==> config.mk <==
export PLATFORM = sky130hd
export DESIGN_NAME = mec_divider
export DESIGN_NICKNAME = d
export VERILOG_FILES = /design/src/rtl/mec_pkg.sv /design/src/rtl/mec_divider.sv
export SDC_FILE = /design/constraint.sdc
export NUM_CORES = 1
export LEC_CHECK = 0
export ABC_CLOCK_PERIOD_IN_PS = 4000
export BUFFER_PORTS_ARGS = -buffer_cell sky130_fd_sc_hd__buf_2
export CAP_MARGIN = 20
export CORE_ASPECT_RATIO = 2
export CORE_MARGIN = 8
export CORE_UTILIZATION = 55
export CTS_CLUSTER_SIZE = 24
export DETAILED_ROUTE_END_ITERATION = 8
export GPL_ROUTABILITY_DRIVEN = 0
export PLACE_DENSITY = 0.76
export RECOVER_POWER = 50
export REMOVE_ABC_BUFFERS = 1
export SLEW_MARGIN = 0
export SYNTH_ARGS = -nofsm -noshare
export SYNTH_HDL_FRONTEND = slang
export SYNTH_SLANG_ARGS = --single-unit
==> constraint.sdc <==
create_clock -name aclk -period 4 [get_ports aclk]
set_input_delay 1.2 -clock aclk [delete_from_list [all_inputs] [get_ports aclk]]
set_output_delay 1.2 -clock aclk [all_outputs]
set_load 0.01 [all_outputs]
==> src/rtl/mec_pkg.sv <==
package mec_pkg;

    localparam int FRAC_BITS = 28;
    localparam int COUNT_W   = 12;
    localparam int Z_W       = 33;   // z saturates to +/-8, which is +/-2^31
    localparam int SQ_W      = 35;   // z*z >> FRAC_BITS, never negative
    localparam int P_W       = 36;   // z_re*z_im >> FRAC_BITS, signed
    localparam int SUM_W     = 38;   // update sums before saturation
    localparam int T_W       = 16;
    localparam int U_W       = 17;
    localparam int ACC_W     = 80;
    localparam int CHUNK_W   = 32;

    localparam logic [SQ_W:0]             ESC_FOUR = (SQ_W + 1)'(4) << FRAC_BITS;
    localparam logic signed [SUM_W-1:0]   Z_LIM    = SUM_W'(8) <<< FRAC_BITS;
    localparam logic [U_W-1:0]            U_ONE    = U_W'(1) << T_W;

    localparam logic [U_W-1:0] RED_GAIN   = U_W'(2295);
    localparam logic [U_W-1:0] GREEN_GAIN = U_W'(3825);
    localparam logic [U_W-1:0] BLUE_GAIN  = U_W'(4335);

    localparam logic [1:0] COL_RED   = 2'd0;
    localparam logic [1:0] COL_GREEN = 2'd1;
    localparam logic [1:0] COL_BLUE  = 2'd2;

    typedef struct packed {
        logic [7:0] red;
        logic [7:0] green;
        logic [7:0] blue;
    } colour_t;

    typedef struct packed {
        logic               done;
        logic [COUNT_W-1:0] count;
    } orbit_status_t;

    typedef struct packed {
        logic           done;
        logic [T_W-1:0] t;
    } div_status_t;

    typedef struct packed {
        logic    done;
        colour_t colour;
    } colour_status_t;

    function automatic logic signed [Z_W-1:0] sat_z(input logic signed [SUM_W-1:0] v);
        logic signed [Z_W-1:0] r;
        if (v > Z_LIM) begin
            r = Z_W'(Z_LIM);
        end else if (v < -Z_LIM) begin
            r = Z_W'(-Z_LIM);
        end else begin
            r = Z_W'(v);
        end
        return r;
    endfunction

    // Factors of the gradient polynomials; the accumulator starts at t, so four
    // further factors make t^3*u*2295, t^2*u^2*3825 and t*u^3*4335.
    function automatic logic [U_W-1:0] colour_factor(input logic [1:0] sel,
                                                     input logic [1:0] step,
                                                     input logic [T_W-1:0] t,
                                                     input logic [U_W-1:0] u);
        logic [U_W-1:0] f;
        f = '0;
        unique case (sel)
            COL_RED: begin
                case (step)
                    2'd0, 2'd1: f = U_W'(t);
                    2'd2:       f = u;
                    default:    f = RED_GAIN;
                endcase
            end
            COL_GREEN: begin
                case (step)
                    2'd0:       f = U_W'(t);
                    2'd1, 2'd2: f = u;
                    default:    f = GREEN_GAIN;
                endcase
            end
            COL_BLUE: begin
                case (step)
                    2'd3:    f = BLUE_GAIN;
                    default: f = u;
                endcase
            end
            default: f = '0;
        endcase
        return f;
    endfunction

endpackage

==> src/rtl/mec_divider.sv <==
module mec_divider (
    input  logic                          aclk,
    input  logic                          aresetn,
    input  logic                          start,
    input  logic [mec_pkg::COUNT_W-1:0]   dividend,
    input  logic [mec_pkg::COUNT_W-1:0]   divisor,
    output mec_pkg::div_status_t          status
);

    logic                              busy_reg;
    logic                              done_reg;
    logic [3:0]                        step_reg;
    logic [mec_pkg::COUNT_W-1:0]       rem_reg;
    logic [mec_pkg::T_W-1:0]           q_reg;
    logic [mec_pkg::COUNT_W:0]         trial;
    logic                              fits;

    // Restoring division, one quotient bit per cycle. The dividend is below
    // the divisor, so the quotient of dividend*2^16 fits in sixteen bits.
    assign trial = {rem_reg, 1'b0};
    assign fits  = trial >= {1'b0, divisor};

    always_ff @(posedge aclk) begin
        if (!aresetn) begin
            busy_reg <= 1'b0;
            done_reg <= 1'b0;
            step_reg <= '0;
        end else begin
            done_reg <= 1'b0;
            if (start && !busy_reg) begin
                busy_reg <= 1'b1;
                step_reg <= '0;
            end else if (busy_reg) begin
                step_reg <= step_reg + 1'b1;
                if (step_reg == 4'(mec_pkg::T_W - 1)) begin
                    busy_reg <= 1'b0;
                    done_reg <= 1'b1;
                end
            end
        end
    end

    always_ff @(posedge aclk) begin
        if (start && !busy_reg) begin
            rem_reg <= dividend;
            q_reg   <= '0;
        end else if (busy_reg) begin
            rem_reg <= fits ? mec_pkg::COUNT_W'(trial - {1'b0, divisor})
                            : mec_pkg::COUNT_W'(trial);
            q_reg   <= {q_reg[mec_pkg::T_W-2:0], fits};
        end
    end

    assign status.done = done_reg;
    assign status.t    = q_reg;

endmodule

**Word level (Yosys, flattened, before mapping)**

Cells that the tools add are included.
Widths: inputs -> output; s select.

- Muxes and demuxes: 7
- Reduce and logical (&&, ||, !) cells: 5
- $mul: 0
- Equal/unequal tests: 1
- $add $sub $neg: 2
- Bitwise logic cells: 2
- Shifts and indexed selects: 0
- Divide/modulo/power cells: 0
- $lt $le $gt $ge: 1

Operators with widths:

| kind | count |
|---|---|
| $mux 12 | 3 |
| $ge 13x12->1 | 1 |
| $sub 12x12->12 | 1 |
| $add 4x1->4 const B | 1 |
| $eq 4x4->1 const B | 1 |
| $mux 1 | 4 |
| $reduce_or 3->1 | 1 |
| $not 1->1 | 2 |
| $reduce_bool 2->1 | 1 |
| $reduce_or 2->1 | 1 |
| $logic_and 1x1->1 | 1 |
| $logic_not 1->1 | 1 |

- Bits in writable memories: 0
- Memories: 0
- Bits in read-only memories: 0
- Register bits: 34
- Bits in latches: 0
- Output and inout port bits: 17

**Logic depth before layout (Yosys ltp)**

- Depth after elaboration: 4
- Depth in mapped cells: 9
- Gate-level depth less buffers: 8

**Least setup slack after synthesis**

No wires, ideal clock.

- Path type: input-to-reg
- Start: in divisor[1] (netlist name)
- End: reg rem_reg[9] (netlist name), data pin
- Arrival: 2,837 ps
- Required time: 3,739 ps
- Buffers on the path: 0
- Slack: 903 ps
- Cell stages on the path: 8
- Path through: inv_1 ha_1 nor2b_4 o31a_1 o41ai_2 o21ai_2 xor2_1 a221o_1

- Word-level cells in the longest chain between the ends: 4

RTL lines:

| what | line | text |
|---|---|---|
| start, declared | mec_divider.sv:6 | `input logic [mec_pkg::COUNT_W-1:0] divisor,` |
| $sub 12x12->12 / $ge 13x12->1 (equally long branches) | mec_divider.sv:48, mec_divider.sv:21 |  |
| $mux 12 (*) | mec_divider.sv:48 | `rem_reg <= fits ? mec_pkg::COUNT_W'(trial - {1'b0, divisor})` |
| $mux 12 (*) | mec_divider.sv:47 | `end else if (busy_reg) begin` |
| $mux 12 (*) | mec_divider.sv:44 | `if (start && !busy_reg) begin` |
| end signal, assigned | mec_divider.sv:45 | `rem_reg <= dividend;` |
| end signal, assigned | mec_divider.sv:48 |  |
| end, declared | mec_divider.sv:13 | `logic [mec_pkg::COUNT_W-1:0] rem_reg;` |

Every way passes the cells marked *; elsewhere a longest branch is shown, timed or not. The select of a mux whose other input is x is not followed.
A chain may end at the register's enable or synchronous reset.

**Worst setup path after layout**

Ends and elaborated chain as after synthesis.

==> metrics.yaml <==
run:
  max_cap_violations: 0
power_and_ir_drop:
  seqPwrFrac: 0.332
  p_comb_frac: 0.507
  ir_drop_mv: 0.364
  power_switching_uw: 617
  swShare: 0.405
  p_leak_uw: 0.00102
  p_per_area_mw_per_mm2: 608
  p_clk_frac: 0.161
  p_int_uw: 908
detailed_routing:
  dr.first_iter.drc_count: 33
  firstDrtPassIters: 4
  routed-via-count: 1932
  routed_wirelength_um: 5150
  avgRoutedWirePerCell_um: 14.9
  avgViaCountPerCell: 5.60
  drc: 0
  antenna_left: 0
final_layout:
  diodes: 0
  final_common_cell: "buf_2"
  final_cells: 345
  syn2layout_area_growth_pct: 14.0
  layout-drive-gt1-share: 0.170
  nets: 334
  final_cell_mix: "buf_2 (30), o21ai_0 (26), nand2_1 (23)"
  largest_register_ffs: 16
synth:
  synth_area_leaders: "dfxtp_1 (20%), edfxtp_1 (16%), ha_1 (7.4%), o21ai_0 (5.9%), nand2b_1 (5.1%)"
  synth_edf_count: 12
  avgSynthCellArea_um2: 8.77
  ys_seq_area_frac: 0.364
  ys_types: 51
  ys_ff_latch: 34
  async_reset_ff_frac: 0
  yosysTopAreaCellShare: 0.200
  synthCells: 251
  synthFlopType: "dfxtp_1"
  synth_top_area_cell: "dfxtp_1"
  ys_warn_count: 0
  synth_area_mm2: 0.00220
sta:
  final_hold_viol_count: 0
  finalCritPeriodShare: 0.768
  maxSlewHeadroom: 0.504
  max_slew.worst_pin.slew_ns: 0.745
  setup_ws_ns: 0.930
  rsz0062_at_grt: "no"
  setup_tns_ns: 0
  clock.fmax_mhz: 326
  setup_viol: 0
  skew_ns: 0.00960
  period_needed_ns: 3.07
  slew_viol_final: 0
place:
  pre_cts_ws_ns: 0.633
  hpwl_um: 4050
  io_buffer_count: 43
  dp.cells: 337
setup_path:
  required_ns: 4.05
  crit_chain: "buf_2, inv_1, ha_1, nor2b_4, o31a_1, o41ai_2, o21ai_2, xor2_1, a221o_1"
  slowest_stage: "o41ai_2"
  cp-end-kind: "flop"
  critPathBufInv: 2
  arrival_ns: 3.12
  worstSetupPathType: "in2reg"
  critPathTopFamily: "compound AO/OA/AOI/OAI gates"
  startpoint_type: "input port"
  crit_fanout: 3
  critPathMaxStageDelay_ns: 0.50
grt:
  grt_max_degree: 24
  antenna_found_initial: 0
  grt_pass1_wl_um: 8500
  grt_overflow: 0
  first_global_vias: 1982
  gr-usage-all-layers: 0.168
floorplanning:
  start_util: 0.573
  core_mm2: 0.00384
  dieWidth_um: 60.7
  fp-row-count: 32
  die_area_mm2: 0.00640
  die_h_um: 105
  io_pins: 44
clock_tree:
  cts_sinks: 34
  cts-hold-fix-buffers: 0
  numCtsBuffers: 5
  clkSlewWorstSetupHoldPaths_ns: 0.08
  clock-root-buffer: "clkbuf_8"
  clk_latency_ns: 0.29
  cts_setup_buffers: 0
  post_cts_resized: 0
  cts.path.max_buffers: 2
  cts_tree: "done"
  cts_max_level: 2
outcome:
  status: "completed"
worst_hold_path:
  hp-class: "reg2reg"
[final timing paths]
check                    startpoint                     end  slack, ns  cells past startpoint
max                      divisor[1]    rem_reg[9]$_DFFE_PP_       0.93                      9
min reg2reg  q_reg[15]$_SDFFE_PP0P_  q_reg[15]$_SDFFE_PP0P_       0.48                      2
min          q_reg[15]$_SDFFE_PP0P_  q_reg[15]$_SDFFE_PP0P_       0.48                      2
max reg2reg    rem_reg[0]$_DFFE_PP_    rem_reg[9]$_DFFE_PP_       1.55                      7
[power groups by stage]
stage | clock [uW] | sequential, uW | combinational [uW]
6_report | 245 | 507 | 773
5_1_grt | 264 | 514 | 854
4_1_cts | 253 | 505 | 775
3_5_place_dp | 0 | 513 | 768
3_3_place_gp | 0 | 512 | 758
2_1_floorplan | 0 | 501 | 597
[cell type report]
cell class                      instances  area [um2]
Clock inverter                          2        8.76
Timing Repair Buffer                   46         218
Inverter                               17        63.8
Sequential cell                        34         801
Clock buffer                            6        72.6
Multi-Input combinational cell        189        1280
Fill cell                             384        1330
Tap cell                               51        63.8
[through the flow]
step | area, um2 | util | hold slack, ns | power (uW)
finish | 2510 | 0.653 | 0.482 | 1530
detailed placement | 2450 | 0.637 | 0.475 | 1280
global placement | 2450 | 0.637 | 0.459 | 1270
CTS | 2530 | 0.658 | 0.487 | 1530
floorplan | 2150 | - | 0.470 | 1100
global route | 2510 | 0.653 | 0.511 | 1630
[worst register-to-register path, cell delays in order (launching register included)]
cell	delay, ns
edfxtp_1	0.42
ha_1	0.31
nor2b_4	0.15
o31a_1	0.27
o41ai_2	0.50
o21ai_2	0.09
xor2_1	0.16
a221o_1	0.31
[Yosys cell counts, drive strengths merged, types with 2 or more instances]
cell / n
a21oi: 9
o41ai: 2
edfxtp: 12
a221o: 2
nor2: 19
a22o: 2
a31oi: 5
xor2: 5
nand2: 24
nor3b: 2
inv: 17
nand3: 10
nand2b: 18
a211oi: 3
nand4: 4
o21a: 4
nor2b: 4
o31a: 4
clkbuf: 8
ha: 13
buf: 3
dfxtp: 22
xnor2: 3
nor3: 6
nor4: 2
o21ai: 29
or3: 3
[cells by family after synthesis]
logic type | after synthesis | synth area share
buf+inv | 28 | 0.0534
fa+ha+maj | 14 | 0.0830
xor+xnor | 8 | 0.0318
compound gates | 70 | 0.229
flops | 34 | 0.364
simple gates | 96 | 0.234
mux | 1 | 0.00455
[metal layers]
| metal | vias up | GRT usage | part of all wire |
|---|---|---|---|
| met2 | 48 | 0.308 | 0.54 |
| met4 | 0 | 0.0756 | 0.023 |
| met1 | 884 | 0.166 | 0.39 |
| met5 | - | 0 | 0 |
| li1 | 985 | - | - |
| met3 | 15 | 0.0365 | 0.048 |
No activity file was read; power rests on OpenSTA's default activity.
