## config.mk

```make
export PLATFORM = sky130hd
export DESIGN_NAME = mec_colour
export DESIGN_NICKNAME = d
export VERILOG_FILES = /design/src/rtl/mec_pkg.sv /design/src/rtl/mec_colour.sv
export SDC_FILE = /design/constraint.sdc
export NUM_CORES = 2
export LEC_CHECK = 0
export BUFFER_PORTS_ARGS = -buffer_cell sky130_fd_sc_hd__clkbuf_2
export CAP_MARGIN = 20
export CORE_AREA = 2 2 266 268
export CTS_CLUSTER_SIZE = 25
export DETAILED_ROUTE_END_ITERATION = 16
export DIE_AREA = 0 0 268 270
export MAX_ROUTING_LAYER = met4
export PLACE_DENSITY = 0.64
export SYNTH_ARGS = -nofsm -noshare
export SYNTH_HDL_FRONTEND = slang
export SYNTH_SLANG_ARGS = --single-unit
```

## constraint.sdc

```tcl
create_clock -name aclk -period 23.1 [get_ports aclk]
set_input_delay 4.62 -clock aclk [delete_from_list [all_inputs] [get_ports aclk]]
set_output_delay 4.62 -clock aclk [all_outputs]
set_load 0.005 [all_outputs]
```

## src/rtl/mec_pkg.sv

```systemverilog
package mec_pkg;

    localparam int FRAC_BITS = 28;
    localparam int COUNT_W   = 12;
    localparam int Z_W       = 33;   // z saturates to +/-8, which is +/-2^31
    localparam int SQ_W      = 35;   // z*z >> FRAC_BITS, never negative
    localparam int P_W       = 36;   // z_re*z_im >> FRAC_BITS, signed
    localparam int SUM_W     = 38;   // update sums before saturation
    localparam int T_W       = 16;
    localparam int U_W       = 17;
    localparam int ACC_W     = 80;
    localparam int CHUNK_W   = 32;

    localparam logic [SQ_W:0]             ESC_FOUR = (SQ_W + 1)'(4) << FRAC_BITS;
    localparam logic signed [SUM_W-1:0]   Z_LIM    = SUM_W'(8) <<< FRAC_BITS;
    localparam logic [U_W-1:0]            U_ONE    = U_W'(1) << T_W;

    localparam logic [U_W-1:0] RED_GAIN   = U_W'(2295);
    localparam logic [U_W-1:0] GREEN_GAIN = U_W'(3825);
    localparam logic [U_W-1:0] BLUE_GAIN  = U_W'(4335);

    localparam logic [1:0] COL_RED   = 2'd0;
    localparam logic [1:0] COL_GREEN = 2'd1;
    localparam logic [1:0] COL_BLUE  = 2'd2;

    typedef struct packed {
        logic [7:0] red;
        logic [7:0] green;
        logic [7:0] blue;
    } colour_t;

    typedef struct packed {
        logic               done;
        logic [COUNT_W-1:0] count;
    } orbit_status_t;

    typedef struct packed {
        logic           done;
        logic [T_W-1:0] t;
    } div_status_t;

    typedef struct packed {
        logic    done;
        colour_t colour;
    } colour_status_t;

    function automatic logic signed [Z_W-1:0] sat_z(input logic signed [SUM_W-1:0] v);
        logic signed [Z_W-1:0] r;
        if (v > Z_LIM) begin
            r = Z_W'(Z_LIM);
        end else if (v < -Z_LIM) begin
            r = Z_W'(-Z_LIM);
        end else begin
            r = Z_W'(v);
        end
        return r;
    endfunction

    // Factors of the gradient polynomials; the accumulator starts at t, so four
    // further factors make t^3*u*2295, t^2*u^2*3825 and t*u^3*4335.
    function automatic logic [U_W-1:0] colour_factor(input logic [1:0] sel,
                                                     input logic [1:0] step,
                                                     input logic [T_W-1:0] t,
                                                     input logic [U_W-1:0] u);
        logic [U_W-1:0] f;
        f = '0;
        unique case (sel)
            COL_RED: begin
                case (step)
                    2'd0, 2'd1: f = U_W'(t);
                    2'd2:       f = u;
                    default:    f = RED_GAIN;
                endcase
            end
            COL_GREEN: begin
                case (step)
                    2'd0:       f = U_W'(t);
                    2'd1, 2'd2: f = u;
                    default:    f = GREEN_GAIN;
                endcase
            end
            COL_BLUE: begin
                case (step)
                    2'd3:    f = BLUE_GAIN;
                    default: f = u;
                endcase
            end
            default: f = '0;
        endcase
        return f;
    endfunction

endpackage

```

## src/rtl/mec_colour.sv

```systemverilog
module mec_colour (
    input  logic                      aclk,
    input  logic                      aresetn,
    input  logic                      start,
    input  logic [mec_pkg::T_W-1:0]   t,
    output mec_pkg::colour_status_t   status
);

    logic                             busy_reg;
    logic                             done_reg;
    logic [1:0]                       sel_reg;
    logic [1:0]                       step_reg;
    logic [1:0]                       chunk_reg;
    logic [mec_pkg::T_W-1:0]          t_reg;
    logic [mec_pkg::ACC_W-1:0]        acc_reg;
    logic [mec_pkg::ACC_W-1:0]        prod_reg;
    mec_pkg::colour_t                 colour_reg;

    logic [mec_pkg::U_W-1:0]          u;
    logic [mec_pkg::U_W-1:0]          factor;
    logic [mec_pkg::CHUNK_W-1:0]      slice;
    logic [mec_pkg::CHUNK_W+mec_pkg::U_W-1:0] partial;
    logic [mec_pkg::ACC_W-1:0]        shifted;
    logic [mec_pkg::ACC_W-1:0]        sum;
    logic                             last_chunk;
    logic                             last_step;

    assign u      = mec_pkg::U_ONE - mec_pkg::U_W'(t_reg);
    assign factor = mec_pkg::colour_factor(sel_reg, step_reg, t_reg, u);

    // The wide accumulator is multiplied by a narrow factor one 32-bit chunk
    // per cycle; the partial products are added into the new product.
    always_comb begin
        case (chunk_reg)
            2'd0:    slice = acc_reg[31:0];
            2'd1:    slice = acc_reg[63:32];
            default: slice = {16'b0, acc_reg[79:64]};
        endcase
        partial = (mec_pkg::CHUNK_W + mec_pkg::U_W)'(slice)
                * (mec_pkg::CHUNK_W + mec_pkg::U_W)'(factor);
        case (chunk_reg)
            2'd0:    shifted = mec_pkg::ACC_W'(partial);
            2'd1:    shifted = {partial[47:0], 32'b0};
            default: shifted = {partial[15:0], 64'b0};
        endcase
        sum = prod_reg + shifted;
    end

    assign last_chunk = chunk_reg == 2'd2;
    assign last_step  = step_reg == 2'd3;

    always_ff @(posedge aclk) begin
        if (!aresetn) begin
            busy_reg  <= 1'b0;
            done_reg  <= 1'b0;
            sel_reg   <= mec_pkg::COL_RED;
            step_reg  <= '0;
            chunk_reg <= '0;
        end else begin
            done_reg <= 1'b0;
            if (start && !busy_reg) begin
                busy_reg  <= 1'b1;
                sel_reg   <= mec_pkg::COL_RED;
                step_reg  <= '0;
                chunk_reg <= '0;
            end else if (busy_reg) begin
                if (!last_chunk) begin
                    chunk_reg <= chunk_reg + 1'b1;
                end else begin
                    chunk_reg <= '0;
                    step_reg  <= step_reg + 1'b1;
                    if (last_step) begin
                        if (sel_reg == mec_pkg::COL_BLUE) begin
                            busy_reg <= 1'b0;
                            done_reg <= 1'b1;
                        end else begin
                            sel_reg <= sel_reg + 1'b1;
                        end
                    end
                end
            end
        end
    end

    always_ff @(posedge aclk) begin
        if (start && !busy_reg) begin
            t_reg    <= t;
            acc_reg  <= mec_pkg::ACC_W'(t);
            prod_reg <= '0;
        end else if (busy_reg) begin
            if (!last_chunk) begin
                prod_reg <= sum;
            end else begin
                prod_reg <= '0;
                if (last_step) begin
                    acc_reg <= mec_pkg::ACC_W'(t_reg);
                    unique case (sel_reg)
                        mec_pkg::COL_RED:   colour_reg.red   <= sum[71:64];
                        mec_pkg::COL_GREEN: colour_reg.green <= sum[71:64];
                        mec_pkg::COL_BLUE:  colour_reg.blue  <= sum[72:65];
                        default:            colour_reg.blue  <= sum[72:65];
                    endcase
                end else begin
                    acc_reg <= sum;
                end
            end
        end
    end

    assign status.done   = done_reg;
    assign status.colour = colour_reg;

endmodule
```

-- Yosys cells after proc, flatten, opt, wreduce, memory -nomap -nowiden
Index checks and enable logic that the tools add are counted.
- memories: 0
- bits in registers: 208
- bits in latches: 0
- input bits: 19
- ROM bits: 0
- word-level logic and storage cells: 68
- memory bits (writable): 0
- output and inout bits: 25
- reduce and logical (&&, ||, !) cells: 18
- add/sub/neg operators: 5
- $lt $le $gt $ge: 0
- bitwise gates (word level): 7
- $mul: 1
- muxes and demuxes: 18
- shift-type cells: 0
- div/mod/pow operators: 0
- eq/ne operators: 7
- operators with widths (kind ; number):
    $mux 80 ; 2
    $pmux 80 s2 ; 1
    $add 80x80->80 ; 1
    $pmux 17 s2 ; 2
    $pmux 32 s2 ; 1
    $pmux 17 s3 ; 1
    $mul 32x17->49 ; 1
    $mux 16 ; 3
    $mux 17 ; 1
    $sub 17x16->17 const A ; 1
    $reduce_and 5->1 ; 3
    $eq 2x2->1 const B ; 4
    $reduce_or 2->1 ; 4
    $not 1->1 ; 7
    $add 2x1->2 const B ; 3
    $eq 2x1->1 const B ; 3
    $logic_not 2->1 ; 3
    $mux 1 ; 6
    $reduce_or 5->1 ; 1
    $reduce_and 2->1 ; 2
    $reduce_and 4->1 ; 1
    $reduce_bool 2->1 ; 2
    $mux 2 ; 1
    $logic_and 1x1->1 ; 1
    $logic_not 1->1 ; 1

-- Longest topological paths before layout
- depth in word-level cells: 11
- depth in mapped cells: 49
- gate-level depth less buffers: 46

-- Worst setup path before layout
Ideal clock, no wire load.
- path kind: reg-to-reg
- start point: register sel_reg[0]
- end point: register prod_reg[79] (netlist name)
- clock period less this slack: 10674 ps
- path buffers: 5
- cell stages (with the launch flop): 47
- arrival: 10558 ps
- setup time: 117 ps
- required time: 22983 ps
- setup slack: 12426 ps
- path through: dfxtp_1 > ha_1 > clkbuf_1 > nand2_1 > and2_1 > clkbuf_1 > or3_1 > a31oi_1 > clkbuf_1 > nand2_1 > fa_1 > inv_1 > fa_1 > inv_1 > fa_1 > inv_1 > fa_1 > fa_1 > [... 11 more ...] > a21o_1 > a311o_1 > a31oi_1 > nor3_1 > a211o_1 > ha_1 > clkbuf_1 > a21oi_1 > o21ai_0 > o2bb2ai_1 > o31a_1 > a311oi_1 > a21oi_2 > o31ai_1 > o21ai_1 > xor2_1 > o22ai_1 > a22o_1
- longest elaborated chain between the ends: 6
- elaborated cells between the ends (all ways): 8
- those cells by class: add/sub (1); mul (1); eq/ne (2); mux (3); reduce/logical (1)
- ends and longest elaborated chain (element ; line ; source):
    start, declared ; mec_colour.sv:11 ; logic [1:0] sel_reg;
    start signal, assigned ; mec_colour.sv:56 ; sel_reg <= mec_pkg::COL_RED;
    start signal, assigned ; mec_colour.sv:63 ; sel_reg <= mec_pkg::COL_RED;
    start signal, assigned ; mec_colour.sv:77 ; sel_reg <= sel_reg + 1'b1;
    $eq 2x2->1, or another cell as far along ; mec_pkg.sv:67 ; unique case (sel)
    $pmux 17 s3 (*) ; mec_pkg.sv:67 ;
    $mul 32x17->49 (*) ; mec_colour.sv:40 ; * (mec_pkg::CHUNK_W + mec_pkg::U_W)'(factor);
    $pmux 80 s2 (*) ; mec_colour.sv:41 ; case (chunk_reg)
    $add 80x80->80 (*) ; mec_colour.sv:46 ; sum = prod_reg + shifted;
    $mux 80 (*) ; mec_colour.sv:91 ; if (!last_chunk) begin
    end signal, assigned ; mec_colour.sv:92 ; prod_reg <= sum;
    end, declared ; mec_colour.sv:16 ; logic [mec_pkg::ACC_W-1:0] prod_reg;
Mark *: on every way between the ends. The rest lies on a longest branch, timed or not.
A chain may end at the register's enable or synchronous reset.

-- Worst setup path after layout
- start point: register t_reg[5] (netlist name)
- end point: register prod_reg[79] (netlist name)
- longest elaborated chain between the ends: 7
- elaborated cells between the ends (all ways): 9
- those cells by class: add/sub (2); mul (1); mux (6)
- ends and longest elaborated chain (element ; line ; source):
    start, declared ; mec_colour.sv:14 ; logic [mec_pkg::T_W-1:0] t_reg;
    start signal, assigned ; mec_colour.sv:87 ; t_reg <= t;
    $sub 17x16->17 ; mec_colour.sv:28 ; assign u = mec_pkg::U_ONE - mec_pkg::U_W'(t_reg);
    $pmux 17 s2, or another cell as far along ; mec_pkg.sv:76 ; case (step)
    $pmux 17 s3 (*) ; mec_pkg.sv:67 ;
    $mul 32x17->49 (*) ; mec_colour.sv:40 ;
    $pmux 80 s2 (*) ; mec_colour.sv:41 ;
    $add 80x80->80 (*) ; mec_colour.sv:46 ;
    $mux 80 (*) ; mec_colour.sv:91 ;
Marks and branches as above.

==> results.ini <==
[routing]
drtIter0Drc=2318
viasPerCell=5.73
vias=26500
post_drt_wl_per_cell_um=22.1
drc_errors=0
antenna_left=0
first_pass_iters=8
wl_um=102000

[setup_path]
cp_common_cell=fa_1
cp.required_ns=23.55
setup.worst_path.start_class=flip-flop
critPathKind=reg -> reg
arrival_ns=12.97
worstPathMaxFanout=16
rrSetupSlack_ns=10.59
cp_slowest_cell=a311o_1
end_kind=flip-flop
slowest_delay_ns=0.83

[layout]
num-nets-final=4348
fin_util_pct=47.5
drive_gt1_share_pct=5.56
ff_latch_area_um2=4730
multi_input_area_um2=23200
n_fill_cell=6798
area_delta_synth_final_pct=6.94

[floorplanning]
core-area_um2=69500
num_io_pins=44
rows=97
die_h_um=270
start_util_pct=44.4
dieArea_um2=72400
die_w_um=268

[hold_path]
hold_class=reg -> reg

[yosys]
synth.ff_latch_count=208
syn_inst=3742
syn_nets=4422
synth.top_cell.area_share_pct=29.1
yosysTopAreaCell=fa_1
synth_warnings=0
synth_flop_cell=dfxtp_1
yosys-top-cells-area=fa_1, dfxtp_1, ha_1, inv_1, nand2_1
synth.yosys.seq_area_share_pct=15.3
syn_area_um2=30900
synth-edff-count=56
async_reset_ff_share_pct=0
avgSynthCellArea_um2=8.26
yosys.cell_types.count=75
yosysMostFrequentCell=inv_1
synthTopCellsByCount=inv_1, nand2_1, fa_1, nor2_1, ha_1

[placed_design]
gp_congestion=1.02
io_buffers=43
hpwl_um=80900

[clock_tree]
cts_max_path_buffers=3
htreeDepth=1
clkTransAtPathRegs_ns=0.07
clk_latency_ns=0.56
cts_root_buf=clkbuf_16
cts-resized-gates=0
cts_tree=done
post_cts_buffers=0
cts_hold_buffers=0
cts-buffers-inserted=25
numClockSinks=208

[sta]
setup_viol=0
min_period_over_period_pct=54.2
fin_setup_tns_ns=0
worst_slew_pin_slew_ns=1.07
post-route-min-period_ns=12.51
finalHoldViolCount=0
drv_slew=0
skew_ns=0.0169
clock.fmax_ghz=0.0799
rsz0062_at_grt=no
slew_headroom_pct=28.9

[grt]
track_usage_pct=29.6
antenna_found_initial=0
overflow=0
grt_pass1_vias=26600
grt_max_degree=65
grt_pass1_wl_um=160000

[outcome]
status=finished, final reports clean

[job]
maxCapViolations=0

## cell type report
class,count,area share [%]
antenna,1,0.00757
clock buffer,29,1.97
clock inverter,17,0.795
inverter,621,7.06
multi-input combinational,2705,70.2
sequential,208,14.3
tap,940,3.56
timing repair buffer,107,2.10
## placed cells by master (no fill, tap or decap), types with 10 or more instances in the layout
cell type and count:
nor2b_1 15, and2_1 85, a211oi_1 13, clkbuf_16 25, inv_1 620, nand3_1 25, edfxtp_1 56, o21bai_1 28
mux2i_1 50, a22oi_1 70, nor4_1 13, ha_1 210, a21oi_1 176, a31oi_1 25, nor3_1 46, xor2_1 36
o31ai_1 11, and3_1 16, o21ai_0 115, xnor2_1 88, or2_2 10, clkbuf_2 43, buf_4 64, nor2_1 281
o21ai_1 19, a22o_1 75, nand2_1 569, fa_1 450, nand2b_1 11, o21a_1 27, nand4_1 41, a21o_1 70
dfxtp_1 150
## final timing paths
path | from | endpoint | depth (start not counted)
max | t_reg[5] | prod_reg[79] | 42
min | prod_reg[78] | prod_reg[78] | 2
max reg2reg | t_reg[5] | prod_reg[79] | 42
min reg2reg | prod_reg[78] | prod_reg[78] | 2
## metal layers
layer	GRT usage [%]	up-vias	wire length, µm
li1	-	11900	-
met3	3.21	166	7460
met5	-	-	0
met4	8.04	0	3060
met2	45.6	1049	46600
met1	41.4	13400	45200
## critical path, delay by kind of cell, from the launching register on
kind,cells,cell delay (ns)
AND/OR/NAND/NOR,9,2.00
adder cells (fa/ha/maj),8,3.67
AO/OA/AOI/OAI,22,5.88
flip-flops,1,0.46
buffers and inverters,2,0.11
XOR/XNOR,1,0.30
## metrics by stage
stage | hold slack (ns) | worst slack, ns | cell area [µm²] | instances
2_1_floorplan | 0.416 | 12.43 | 30900 | 3742
3_3_place_gp | 0.439 | 11.15 | 32100 | 4580
3_5_place_dp | 0.438 | 10.84 | 32100 | 4580
4_1_cts | 0.446 | 10.81 | 33000 | 4626
5_1_grt | 0.472 | 9.86 | 33100 | 4627
6_report | 0.443 | 10.59 | 33100 | 4628
## logic make-up (layout without fill, tap and decap cells)
kind of cell               Yosys count  in the layout  share of synthesized area (%)
and+or+nand+nor                   1142           1142                           15.9
buffers and inverters              829            774                           10.1
AOI/OAI and AO/OA                  726            726                           15.8
adders and majority gates          661            661                           37.7
DFF                                208            208                           15.3
xor gates and xnor gates           124            124                           3.51
muxes                               52             52                           1.69
other                                0              1                              0
Power is not shown: default switching activity piles up to over one toggle a cycle in this logic, so the estimate is an artifact.
